## src/hw/rtl/mscc_ram.sv

```systemverilog
// generic single-write, single-read synchronous ram with registered read
// no dependencies
module mscc_ram #(
   parameter int WIDTH = 8,
   parameter int DEPTH = 256
) (
   input  logic                     clock,
   input  logic                     wr_en,
   input  logic [$clog2(DEPTH)-1:0] wr_addr,
   input  logic [WIDTH-1:0]         wr_data,
   input  logic [$clog2(DEPTH)-1:0] rd_addr,
   output logic [WIDTH-1:0]         rd_data
);

   logic [WIDTH-1:0] mem_ff [DEPTH];
   logic [WIDTH-1:0] rd_data_ff;

   always_ff @(posedge clock) begin
      if (wr_en) begin
         mem_ff[wr_addr] <= wr_data;
      end
      rd_data_ff <= mem_ff[rd_addr];
   end

   assign rd_data = rd_data_ff;

endmodule

```

## config.mk

```make
export PLATFORM = sky130hd
export DESIGN_NAME = mscc_ram
export DESIGN_NICKNAME = d
export VERILOG_FILES = /design/src/hw/rtl/mscc_ram.sv
export SDC_FILE = /design/constraint.sdc
export NUM_CORES = 2
export LEC_CHECK = 0
export BUFFER_PORTS_ARGS = -buffer_cell sky130_fd_sc_hd__buf_2
export CAP_MARGIN = 20
export CORE_MARGIN = 8
export CORE_UTILIZATION = 57
export CTS_CLUSTER_SIZE = 14
export DETAILED_ROUTE_END_ITERATION = 12
export GPL_TIMING_DRIVEN = 1
export HOLD_SLACK_MARGIN = 0.15
export PLACE_DENSITY_LB_ADDON = 0.12
export SYNTH_ARGS = -nofsm -noshare
export SYNTH_HDL_FRONTEND = slang
export SYNTH_SLANG_ARGS = --single-unit
```

## constraint.sdc

```tcl
create_clock -name clock -period 4.7 [get_ports clock]
set_input_delay 0 -clock clock [delete_from_list [all_inputs] [get_ports clock]]
set_output_delay 0 -clock clock [all_outputs]
set_load 0.005 [all_outputs]
```

Word level (Yosys, flattened, before mapping)
Memories as Yosys holds them, arrays and structs flattened. A register that Yosys moved wholly into a read port is not among the register bits.
Cells that the tools add are included.
{"block": "totals", "elab_cells": 3, "mem_count": 1, "ramBits": 2048, "output_inout_bits": 8, "reg_bits": 0}
{"block": "op_classes", "mux": 2}
{"name": "mem_ff", "words": 256, "width": 8, "read_ports": 1, "rd_clocked_by_memory_dff": 1, "write_ports": 1, "line": "15", "source": "logic [WIDTH-1:0] mem_ff [DEPTH];"}
{"operator": "1-bit two-way mux", "count": 2}

Depth between registers and ports, before layout
{"block": "logic_depth", "ltp_word": 2, "depth_mapped": 11, "ltp_nobuf": 6}

Worst setup path before layout
No wires, ideal clock.
{"block": "synth_timing", "path_kind": "input-to-reg", "start": "input port rd_addr[0]", "end": "register rd_data_ff[2] (netlist: rd_data[2]) (read register of mem_ff)", "stages": 9, "slack_ps": 2762, "arrival_time_ps": 1807, "setup_time_ps": 131, "cell_sequence": "buf_6 buf_12 buf_8 buf_2 mux4_2 a22oi_1 a21oi_1 nor4_1 nor4_2"}
{"item": "start, declared", "line": "11", "source": "input logic [$clog2(DEPTH)-1:0] rd_addr,"}
{"item": "end, declared", "line": "16", "source": "logic [WIDTH-1:0] rd_data_ff;"}

Worst setup path after layout
{"block": "layout_timing", "start": "input port wr_addr[3]", "end": "memory mem_ff[186][1] (enable)"}
{"item": "start, declared", "line": "9", "source": "input logic [$clog2(DEPTH)-1:0] wr_addr,"}
{"item": "end, declared", "line": "15"}
No word-level cell before the write port.

==> metrics <==
status=completed; Critical Path AT=3640 ps; CP cell instances=dlygate4sd3_1 > buf_2 > nor2b_1 > nand3_2 > nor2_1; Cell variety after synth=55; post-synthesis register bit count=2,056; WL final=196 mm; Final setup viols=0; first-pass GRT wire length=283 mm; Nets=3,874; initial antenna violation count=12; Final Hold Vio Count=0; Worst path max stage delay=approximately 1100 ps; area grow syn2layout=11.1%; fraction of layout instances using a drive strength above 1=22.1%; crit end category=register; GPL Wtd Cong=0.865; Lkg Pwr=27.2 nW; FFs w/ async S/R, synth=0%; syn_nets=3,759; via-per-instance ratio=6.63; Std-Cell Rows=137; Initial Util=57.2%; H-tree depth=4; cell taking the most area after synthesis=edfxtp_1; Worst setup SP type=input port; Die Y=390 um; total CTS buffers=199; register area share after synthesis=around 78%; count leader, synth=edfxtp_1; crit-path max FO=13; Fmax=312 MHz; Seq pwr share=between 50 and 60%; slack of the critical path=1490 ps; clk buf depth=3; CP max stage cell=nor2_1; # fillers=9,141; vias in the first global route=39,600; class of the worst hold path=in -> reg; Die Span X=390 um; top post-synthesis cells by area=edfxtp_1 (77%), mux4_2 (13%), mux2i_1 (1.7%); Vias=39,100; Comb pwr share=4.8%; Final Total Pwr=37.9 mW; Slew @ Worst Pin=1100 ps; Synth top cells by count=edfxtp_1 (2,048), mux4_2 (454), nor2_1 (282); # Max-Cap Violations=0; Post-Synthesis Cells=3,733; Mapped Area=0.0796 mm2; number of top-level pins=34; setup_tns=0 ps; type of the worst setup path=in -> reg; total number of yosys warnings=0; DRC=0; worst skew pair latency=830 ps; Switch Pwr=a little under 8 mW; CTS clk-pin slew, worst paths=approximately 60 ps; clock skew=36.6 ps; internal cell power=30.0 mW; die area=0.152 mm2; post-synthesis average cell area=roughly 21 um2; Num Clock Sinks=around 2,100; final hold slack=270 ps; drt first pass iters=6; count of flip-flops with a built-in enable after synthesis=2,048; Overall Global Routing Usage=25.8%; Sw Ratio=20.9%; worst slack, placed=1140 ps; PwrDens=428 mW/mm2; post-layout minimum cycle time=3210 ps; Worst VDD drop=0.339 mV; Slew headroom=between 20% and 30%; Clock Power Share=41.7%; Final Max Slew Viols=0; Yosys top cell area share=77.3%; Final Cycle Share=about two thirds; Root Driver=clkbuf_16; CTS tree=built; main flop type after synthesis=edfxtp_1; DPL Wire Length=120 mm; DR iter-0 viols=between 5,000 and 6,000; Post-DRT Antenna Nets=0; Core Box Area=0.139 mm2; post-cts resize count=0; grt ovf=0; I/O Buffers=33; WL per Instance=33.3 um; post-layout util=63.6%; largest net degree at the start of global routing=approximately 160; setup repair after global routing missed its margin=no; CP Data Required Time=~5100 ps
-- path summary, 6_finish.rpt --
kind,cells after the start,slack [ps],endpoint,start
worst max register to register,7,1640,rd_data[3],mem_ff[43][3]
worst max-delay path,5,1490,mem_ff[186][1],wr_addr[3]
worst min register to register,5,1100,rd_data[7],mem_ff[202][7]
worst min-delay path,6,270,rd_data[1],rd_addr[5]
-- layer usage --
metal | wire length (um) | track usage, % | part of all wire (%) | up-vias
met5 | 0 | 0 | 0 | -
met4 | 6880 | 9.25 | 3.5 | 0
met3 | 17400 | 4.95 | 8.9 | 359
met2 | 95800 | 41.3 | 49 | 2016
met1 | 76000 | 36.0 | 39 | 20700
li1 | - | - | - | 16000
-- cell usage in the layout (no fill, tap or decap), types with 14 or more instances in the layout --
cell           instances
nor2_1               279
nor2b_1               28
nand3_1               30
mux4_2               454
o22ai_1               28
o221ai_1              46
dlygate4sd3_1         19
buf_2                 26
a22oi_1              133
buf_4                 69
nor4_1                19
clkinv_1              44
nand2_1               33
bufinv_16             22
a21oi_1               96
a211oi_1              14
clkbuf_16            201
buf_12                21
edfxtp_1            2048
nor3_1                22
clkbuf_1              49
mux2i_1              134
clkinv_2              32
-- power by group through the flow --
stage	combinational, mW	clock [mW]	sequential (mW)
floorplan	0.982	0	20.6
global route	1.90	16.6	20.3
global placement	1.75	0	20.7
detailed placement	1.80	0	20.7
finish	1.82	15.8	20.3
CTS	1.82	15.9	20.3
-- layout make-up --
type,instances,area (um2),share of cell area (%)
sequential,2056,61700,69.7
clock buffer,255,5280,5.97
antenna,7,17.5,0.0198
inverter,2,7.51,0.00849
tap,1876,2350,2.65
clock inverter,112,1140,1.28
timing repair buffer,147,1440,1.63
multi-input combinational,1442,16500,18.7
-- through the flow --
step                      instances  area [um2]
after CTS                      5886       88300
after global placement         5496       81700
after detailed placement       5502       81700
after global routing           5891       88400
final                          5897       88400
after floorplan                3733       79600
-- kinds of logic (layout without fill, tap and decap cells) --
kind of cell,count (synthesis),after routing,share of synthesized area (%)
flops,2056,2056,77.5
compound gates,385,385,3.42
other cells,0,7,0
mux,591,591,14.6
buf+inv,235,516,1.83
simple gates,466,466,2.63
-- flip-flops by register name (all words and copies together), names as in the netlist --
register,count
mem_ff,2048
rd_data,8
-- worst max-delay path: cells and delay by family --
family,cells,cell delay (ps)
simple gates,3,2710
buf+inv,2,920
-- what timing repair did --
item                      4_1_cts  5_1_grt
hold endpoints to repair     1259       28
hold buffers                   17        2
buffers inserted                0        0
Power figures use the tool's default switching activity.
