### config.mk
export PLATFORM = sky130hd
export DESIGN_NAME = mscc_row_eval
export DESIGN_NICKNAME = d
export VERILOG_FILES = /design/src/hw/rtl/mscc_pkg.sv /design/src/hw/rtl/mscc_row_eval.sv
export SDC_FILE = /design/constraint.sdc
export NUM_CORES = 1
export LEC_CHECK = 0
export BUFFER_PORTS_ARGS = -buffer_cell sky130_fd_sc_hd__buf_4
export CAP_MARGIN = 20
export CORE_MARGIN = 5
export CORE_UTILIZATION = 30
export DETAILED_ROUTE_END_ITERATION = 7
export PLACE_DENSITY = 0.47
export SYNTH_ARGS = -nofsm -noshare
export SYNTH_HDL_FRONTEND = slang
export SYNTH_SLANG_ARGS = --single-unit
### constraint.sdc
create_clock -name vclk -period 7.4
set_clock_uncertainty 0.15 [all_clocks]
set_input_delay 0.37 -clock vclk [all_inputs]
set_output_delay 0.37 -clock vclk [all_outputs]
set_load 0.01 [all_outputs]
### src/hw/rtl/mscc_pkg.sv
// shared constants, types and codes for the max-sat clause counter
// no dependencies; used by mscc_row_eval, max_sat_clause_counter and mscc_checker
package mscc_pkg;

   localparam int MAX_CLAUSES = 256;
   localparam int MAX_LITS    = 8;
   localparam int MAX_VARS    = 64;

   localparam int LIT_W      = 8;
   localparam int ROW_ADDR_W = $clog2(MAX_CLAUSES);
   localparam int SLOT_W     = 3;
   localparam int CLAUSE_W   = 8;
   localparam int VAR_IDX_W  = $clog2(MAX_VARS);
   localparam int ASSIGN_W   = 64;
   localparam int CNT_W      = 9;
   localparam int NTRUE_W    = $clog2(MAX_LITS + 1);
   localparam int ROW_W      = MAX_LITS * LIT_W;

   localparam int CSR_IDX_W  = 8;
   localparam int CSR_DATA_W = 9;

   localparam int REQ_DATA_W = 88;
   localparam int RSP_DATA_W = 16;

   localparam logic [NTRUE_W-1:0] NAE_ALL_TRUE = NTRUE_W'(3);

   localparam logic KIND_WRITE = 1'b0;
   localparam logic KIND_EVAL  = 1'b1;

   localparam logic [CSR_IDX_W-1:0] CSR_ROW_LIMIT = CSR_IDX_W'(0);
   localparam logic [CSR_IDX_W-1:0] CSR_NAE_MODE  = CSR_IDX_W'(1);

   typedef logic [MAX_LITS-1:0][LIT_W-1:0] row_type;

   typedef enum logic [1:0] {
      ST_CLEAR,
      ST_IDLE,
      ST_EVAL,
      ST_DONE
   } state_type;

endpackage

### src/hw/rtl/mscc_row_eval.sv
// evaluates one clause row against an assignment under the mode rule
// depends on mscc_pkg
module mscc_row_eval (
   input  mscc_pkg::row_type                 row,
   input  logic [mscc_pkg::ASSIGN_W-1:0]     assignment,
   input  logic                              nae_mode,
   output logic                              clause_hit
);

   logic [mscc_pkg::MAX_LITS-1:0] lit_true;
   logic [mscc_pkg::NTRUE_W-1:0]  ntrue;

   always_comb begin
      logic [mscc_pkg::LIT_W-1:0] raw;
      logic [mscc_pkg::LIT_W-1:0] mag;
      logic [mscc_pkg::LIT_W-1:0] mag_m1;
      logic                       val;
      for (int i = 0; i < mscc_pkg::MAX_LITS; i++) begin
         raw    = row[i];
         mag    = raw[mscc_pkg::LIT_W-1] ? (~raw + mscc_pkg::LIT_W'(1)) : raw;
         mag_m1 = mag - mscc_pkg::LIT_W'(1);
         val    = assignment[mag_m1[mscc_pkg::VAR_IDX_W-1:0]];
         if (raw == '0 || ({1'b0, mag} > (mscc_pkg::LIT_W + 1)'(mscc_pkg::MAX_VARS))) begin
            lit_true[i] = 1'b0;
         end else begin
            lit_true[i] = raw[mscc_pkg::LIT_W-1] ? ~val : val;
         end
      end
   end

   always_comb begin
      ntrue = '0;
      for (int i = 0; i < mscc_pkg::MAX_LITS; i++) begin
         ntrue = ntrue + mscc_pkg::NTRUE_W'(lit_true[i]);
      end
   end

   assign clause_hit = nae_mode ? (ntrue != '0 && ntrue != mscc_pkg::NAE_ALL_TRUE)
                                : (ntrue != '0);

endmodule

; Yosys cells after proc, flatten, opt, wreduce, memory -nomap -nowiden
; Cells that the tools add are included.
[classes]
n_addsub = 23
eq_ne = 1
n_bitwise = 16
mux = 41
order_cmp = 16
n_reduce_logical = 18
[op_table]
columns = cell, n
row1 = $add A8 B1 Y8 const B, 8
row2 = $gt A8 B7 Y1 const B, 8
row3 = $logic_not A8 Y1, 8
row4 = $mux W8, 8
row5 = $not A8 Y8, 8
row6 = $lt A6 B7 Y1 const B, 8
row7 = $bmux W1 S6, 8
row8 = $sub A6 B1 Y6 const B, 8
row9 = $mux W1, 25
row10 = $add A4 B1 Y4, 4
row11 = $logic_or A1 B1 Y1, 8
row12 = $not A1 Y1, 8
row13 = $add A3 B1 Y4, 1
row14 = $ne A4 B2 Y1 const B, 1
row15 = $reduce_bool A4 Y1, 1
row16 = $add A2 B1 Y3, 1
row17 = $add A1 B1 Y2, 1
row18 = $logic_and A1 B1 Y1, 1
[word_totals]
reg_bits = 0
word_cells = 115
out_inout_bits = 1
in_bits = 129

; Longest topological paths before layout
[logic_depth]
ltp_word = 19
ltp_mapped = 23
ltp_nobuf = 21

; Least setup slack after synthesis
; Ideal clock, no wire load.
[synth_path]
path_type = input -> output
start = input row[0] (netlist bit)
end = output clause_hit
n_path_buf = 3
path_stages = 23
slack_ns = 1.100
arrival_ns = 5.780
required_ns = 6.880
path_cell_list = buf_2 > inv_1 > ha_1 > mux2i_1 > ha_1 > clkbuf_1 > clkbuf_1 > mux4_2 > mux2i_1 > mux2i_1 > mux2i_1 > mux2_2 > mux2_1 > fa_1 > inv_1 > fa_1 > inv_1 > fa_1 > ha_1 > fa_1 > nand3_1 > o21ai_0 > nand2_1
[synth_between]
elab_chain_cells = 19
elab_cells_between_ends = 23
cone_classes = add/sub: 9 / order compare: 1 / eq/ne: 1 / mux: 6 / bitwise: 2 / reduce/logical: 4
[synth_lines]
columns = item, line_no
row1 = "start, declared", mscc_row_eval.sv:4  ; input mscc_pkg::row_type row,
row2 = $not A8 Y8, mscc_row_eval.sv:20  ; mag = raw[mscc_pkg::LIT_W-1] ? (~raw + mscc_pkg::LIT_W'(1)) : raw;
row3 = $add A8 B1 Y8, mscc_row_eval.sv:20
row4 = $mux W8, mscc_row_eval.sv:20
row5 = $sub A6 B1 Y6, mscc_row_eval.sv:21  ; mag_m1 = mag - mscc_pkg::LIT_W'(1);
row6 = $bmux W1 S6, mscc_row_eval.sv:22  ; val = assignment[mag_m1[mscc_pkg::VAR_IDX_W-1:0]];
row7 = $mux W1 (implied by the code), mscc_row_eval.sv:22
row8 = $not A1 Y1, mscc_row_eval.sv:26  ; lit_true[i] = raw[mscc_pkg::LIT_W-1] ? ~val : val;
row9 = $mux W1, mscc_row_eval.sv:26
row10 = $mux W1 (*), mscc_row_eval.sv:23  ; if (raw == '0 || ({1'b0, mag} > (mscc_pkg::LIT_W + 1)'(mscc_pkg::MAX_VARS))) begin
row11 = $add A1 B1 Y2 (*), mscc_row_eval.sv:34  ; ntrue = ntrue + mscc_pkg::NTRUE_W'(lit_true[i]);
row12 = $add A2 B1 Y3 (*), mscc_row_eval.sv:34
row13 = $add A3 B1 Y4 (*), mscc_row_eval.sv:34
row14 = $add A4 B1 Y4 (*) (4 in series), mscc_row_eval.sv:34
row15 = $ne A4 B2 Y1 or $reduce_bool A4 Y1 (tied branches), "mscc_row_eval.sv:38, mscc_row_eval.sv:39"
row16 = $logic_and A1 B1 Y1, mscc_row_eval.sv:38  ; assign clause_hit = nae_mode ? (ntrue != '0 && ntrue != mscc_pkg::NAE_ALL_TRUE)
row17 = $mux W1 (*), mscc_row_eval.sv:38
row18 = "end, declared", mscc_row_eval.sv:7  ; output logic clause_hit
; Mark *: on every way between the ends. The rest lies on a longest branch, timed or not. The select of a mux whose other input is x is not followed.

; Final worst setup path
; Same ends and word-level chain as after synthesis.

==> impl_metrics.tcl <==
set metrics [dict create \
    vias 6397 \
    nFlopsAndLatches 0 \
    synth_nets 833 \
    synthTopCellsByCount "127 x mux4_2, 120 x mux2i_1, 30 x nor2_1" \
    tns_ns 0 \
    final_util_pct 35.6 \
    cp-end-kind "output port" \
    crit_path_end "clause_hit" \
    cts_setup_buffers 0 \
    drt_iter0_drc 421 \
    critPathLaunch "row[0]" \
    holdBufCountCts 0 \
    antenna_found_initial 0 \
    area_delta_synth_final_pct 16.8 \
    path_class "in2out" \
    remaining_drc_errors 0 \
    dr.pass1.iters 5 \
    fp.dieH_um 164 \
    antenna_left 0 \
    grt_pass1_vias 6849 \
    total_power_uw 944 \
    worstPathArrival_ns 6.27 \
    coreArea_um2 23500 \
    start_util_pct 30.5 \
    cts_resized 0 \
    syn_avg_cell_area_um2 10.6 \
    worst_slack_ns 0.614 \
    ys_seq_area_share_pct 0 \
    gp_congestion 0.806 \
    grt_use_total_pct 18.2 \
    path_max_fanout 19 \
    dp_slack_ns 0.572 \
    finalHoldViolations 0 \
    synth_area_leaders "mux4_2 40%, mux2i_1 17%, ha_1 4.0%" \
    irDropWorstVdd_mv 0.0543 \
    diodes 0 \
    ioPinCount 130 \
    holdCritPathClass "in2out" \
    max_freq_mhz 147 \
    syn_area_um2 7150 \
    whs_ns 1.00 \
    status "complete, no violations" \
    place.port_buffers 130 \
    via_per_inst 5.90 \
    grt_max_degree 23 \
    hpwlAfterDp_mm 18.9 \
    syn_inst 677 \
    synth_most_common_cell "mux4_2" \
    die-area_um2 27000 \
    ys_types 62 \
    rsz0062_at_grt "false" \
    nets 923 \
    period_minus_slack_ns 6.79 \
    slew_headroom_pct 44.9 \
    synth_warnings 0 \
    grt_pass1_wl_mm 38.9 \
    drive_gt1_share_pct 39.0 \
    netlist.top_cell.by_area "mux4_2" \
    worst_pin_slew_ns 0.821 \
    die_x_um 164 \
    seq_area_um2 0 \
    maxSlewViolCount 0 \
    fp-row-count 56 \
    leakagePower_nw 3.30 \
    wl_per_cell_um 23.1 \
    synth_top_area_share_pct 40.0 \
    nClkBuffers 0 \
    fin_crit_sh_pct 91.7 \
    gr-total-overflow 0 \
    setup_viol 0 \
    maxCapViolations 0 \
    required_ns 6.88 \
    powerDensity_nw_per_um2 113 \
    cp-start-kind "input port" \
    drt_wl_total_mm 25.0 \
]
[area by class of cell]
| type | instances | area [µm²] |
|---|---|---|
| timing repair buffer | 137 | 1030 |
| inverter | 27 | 101 |
| fill | 2412 | 15100 |
| multi-input combinational | 601 | 6830 |
| tap | 319 | 399 |
[logic make-up after synthesis]
| family | synth area share, % |
|---|---|
| compound gates | 8.57 |
| fa+ha+maj | 5.14 |
| mux | 59.3 |
| simple gates | 12.5 |
| xor+xnor | 9.93 |
| buf+inv | 4.53 |
[layout by cell type, fill, tap and decap left out, types with 16 or more instances in the layout]
cell type,count
buf_4,137
ha_1,23
inv_1,27
mux2i_1,120
mux4_2,127
nand2_1,26
nand3_1,16
nor2_1,30
o21ai_0,27
xnor2_1,23
xor2_1,24
[critical path: stages]
cell	delay, ns
buf_4	0.29
inv_1	0.19
ha_1	0.37
mux2i_1	0.26
ha_1	0.24
xor2_1	0.11
xnor2_2	0.54
mux2i_1	0.17
mux2i_1	0.17
mux2i_1	0.09
mux2_2	0.27
mux2_1	0.33
fa_1	0.59
inv_1	0.08
fa_1	0.55
inv_1	0.06
fa_1	0.47
ha_1	0.24
fa_1	0.51
nand3_1	0.07
o21ai_0	0.07
nand2_1	0.08
buf_4	0.15
[through the flow]
step	cell area, µm²	cells
floorplan	7150	677
CTS	8360	1084
global route	8360	1084
global placement	8360	1084
detailed placement	8360	1084
finish	8360	1084
[power by group]
| part | switching, mW | internal [mW] | total, mW |
|---|---|---|---|
| Combinational | 0.468 | 0.476 | 0.944 |
| Sequential | 0 | 0 | 0 |
| Clock | 0 | 0 | 0 |
[how the worst min path moves through the flow]
| stage | end | depth (start not counted) | from |
|---|---|---|---|
| finish | clause_hit | 5 | nae_mode |
| detailed placement | clause_hit | 5 | nae_mode |
| CTS | clause_hit | 5 | nae_mode |
| global placement | clause_hit | 5 | nae_mode |
| global route | clause_hit | 5 | nae_mode |
| floorplan | clause_hit | 3 | nae_mode |
[layer usage]
metal	wire length, µm	track usage [%]
met4	677	4.42
met2	12800	32.6
met1	10100	23.6
met3	1430	1.67
met5	0	0
(Power assumes the default switching activity.)
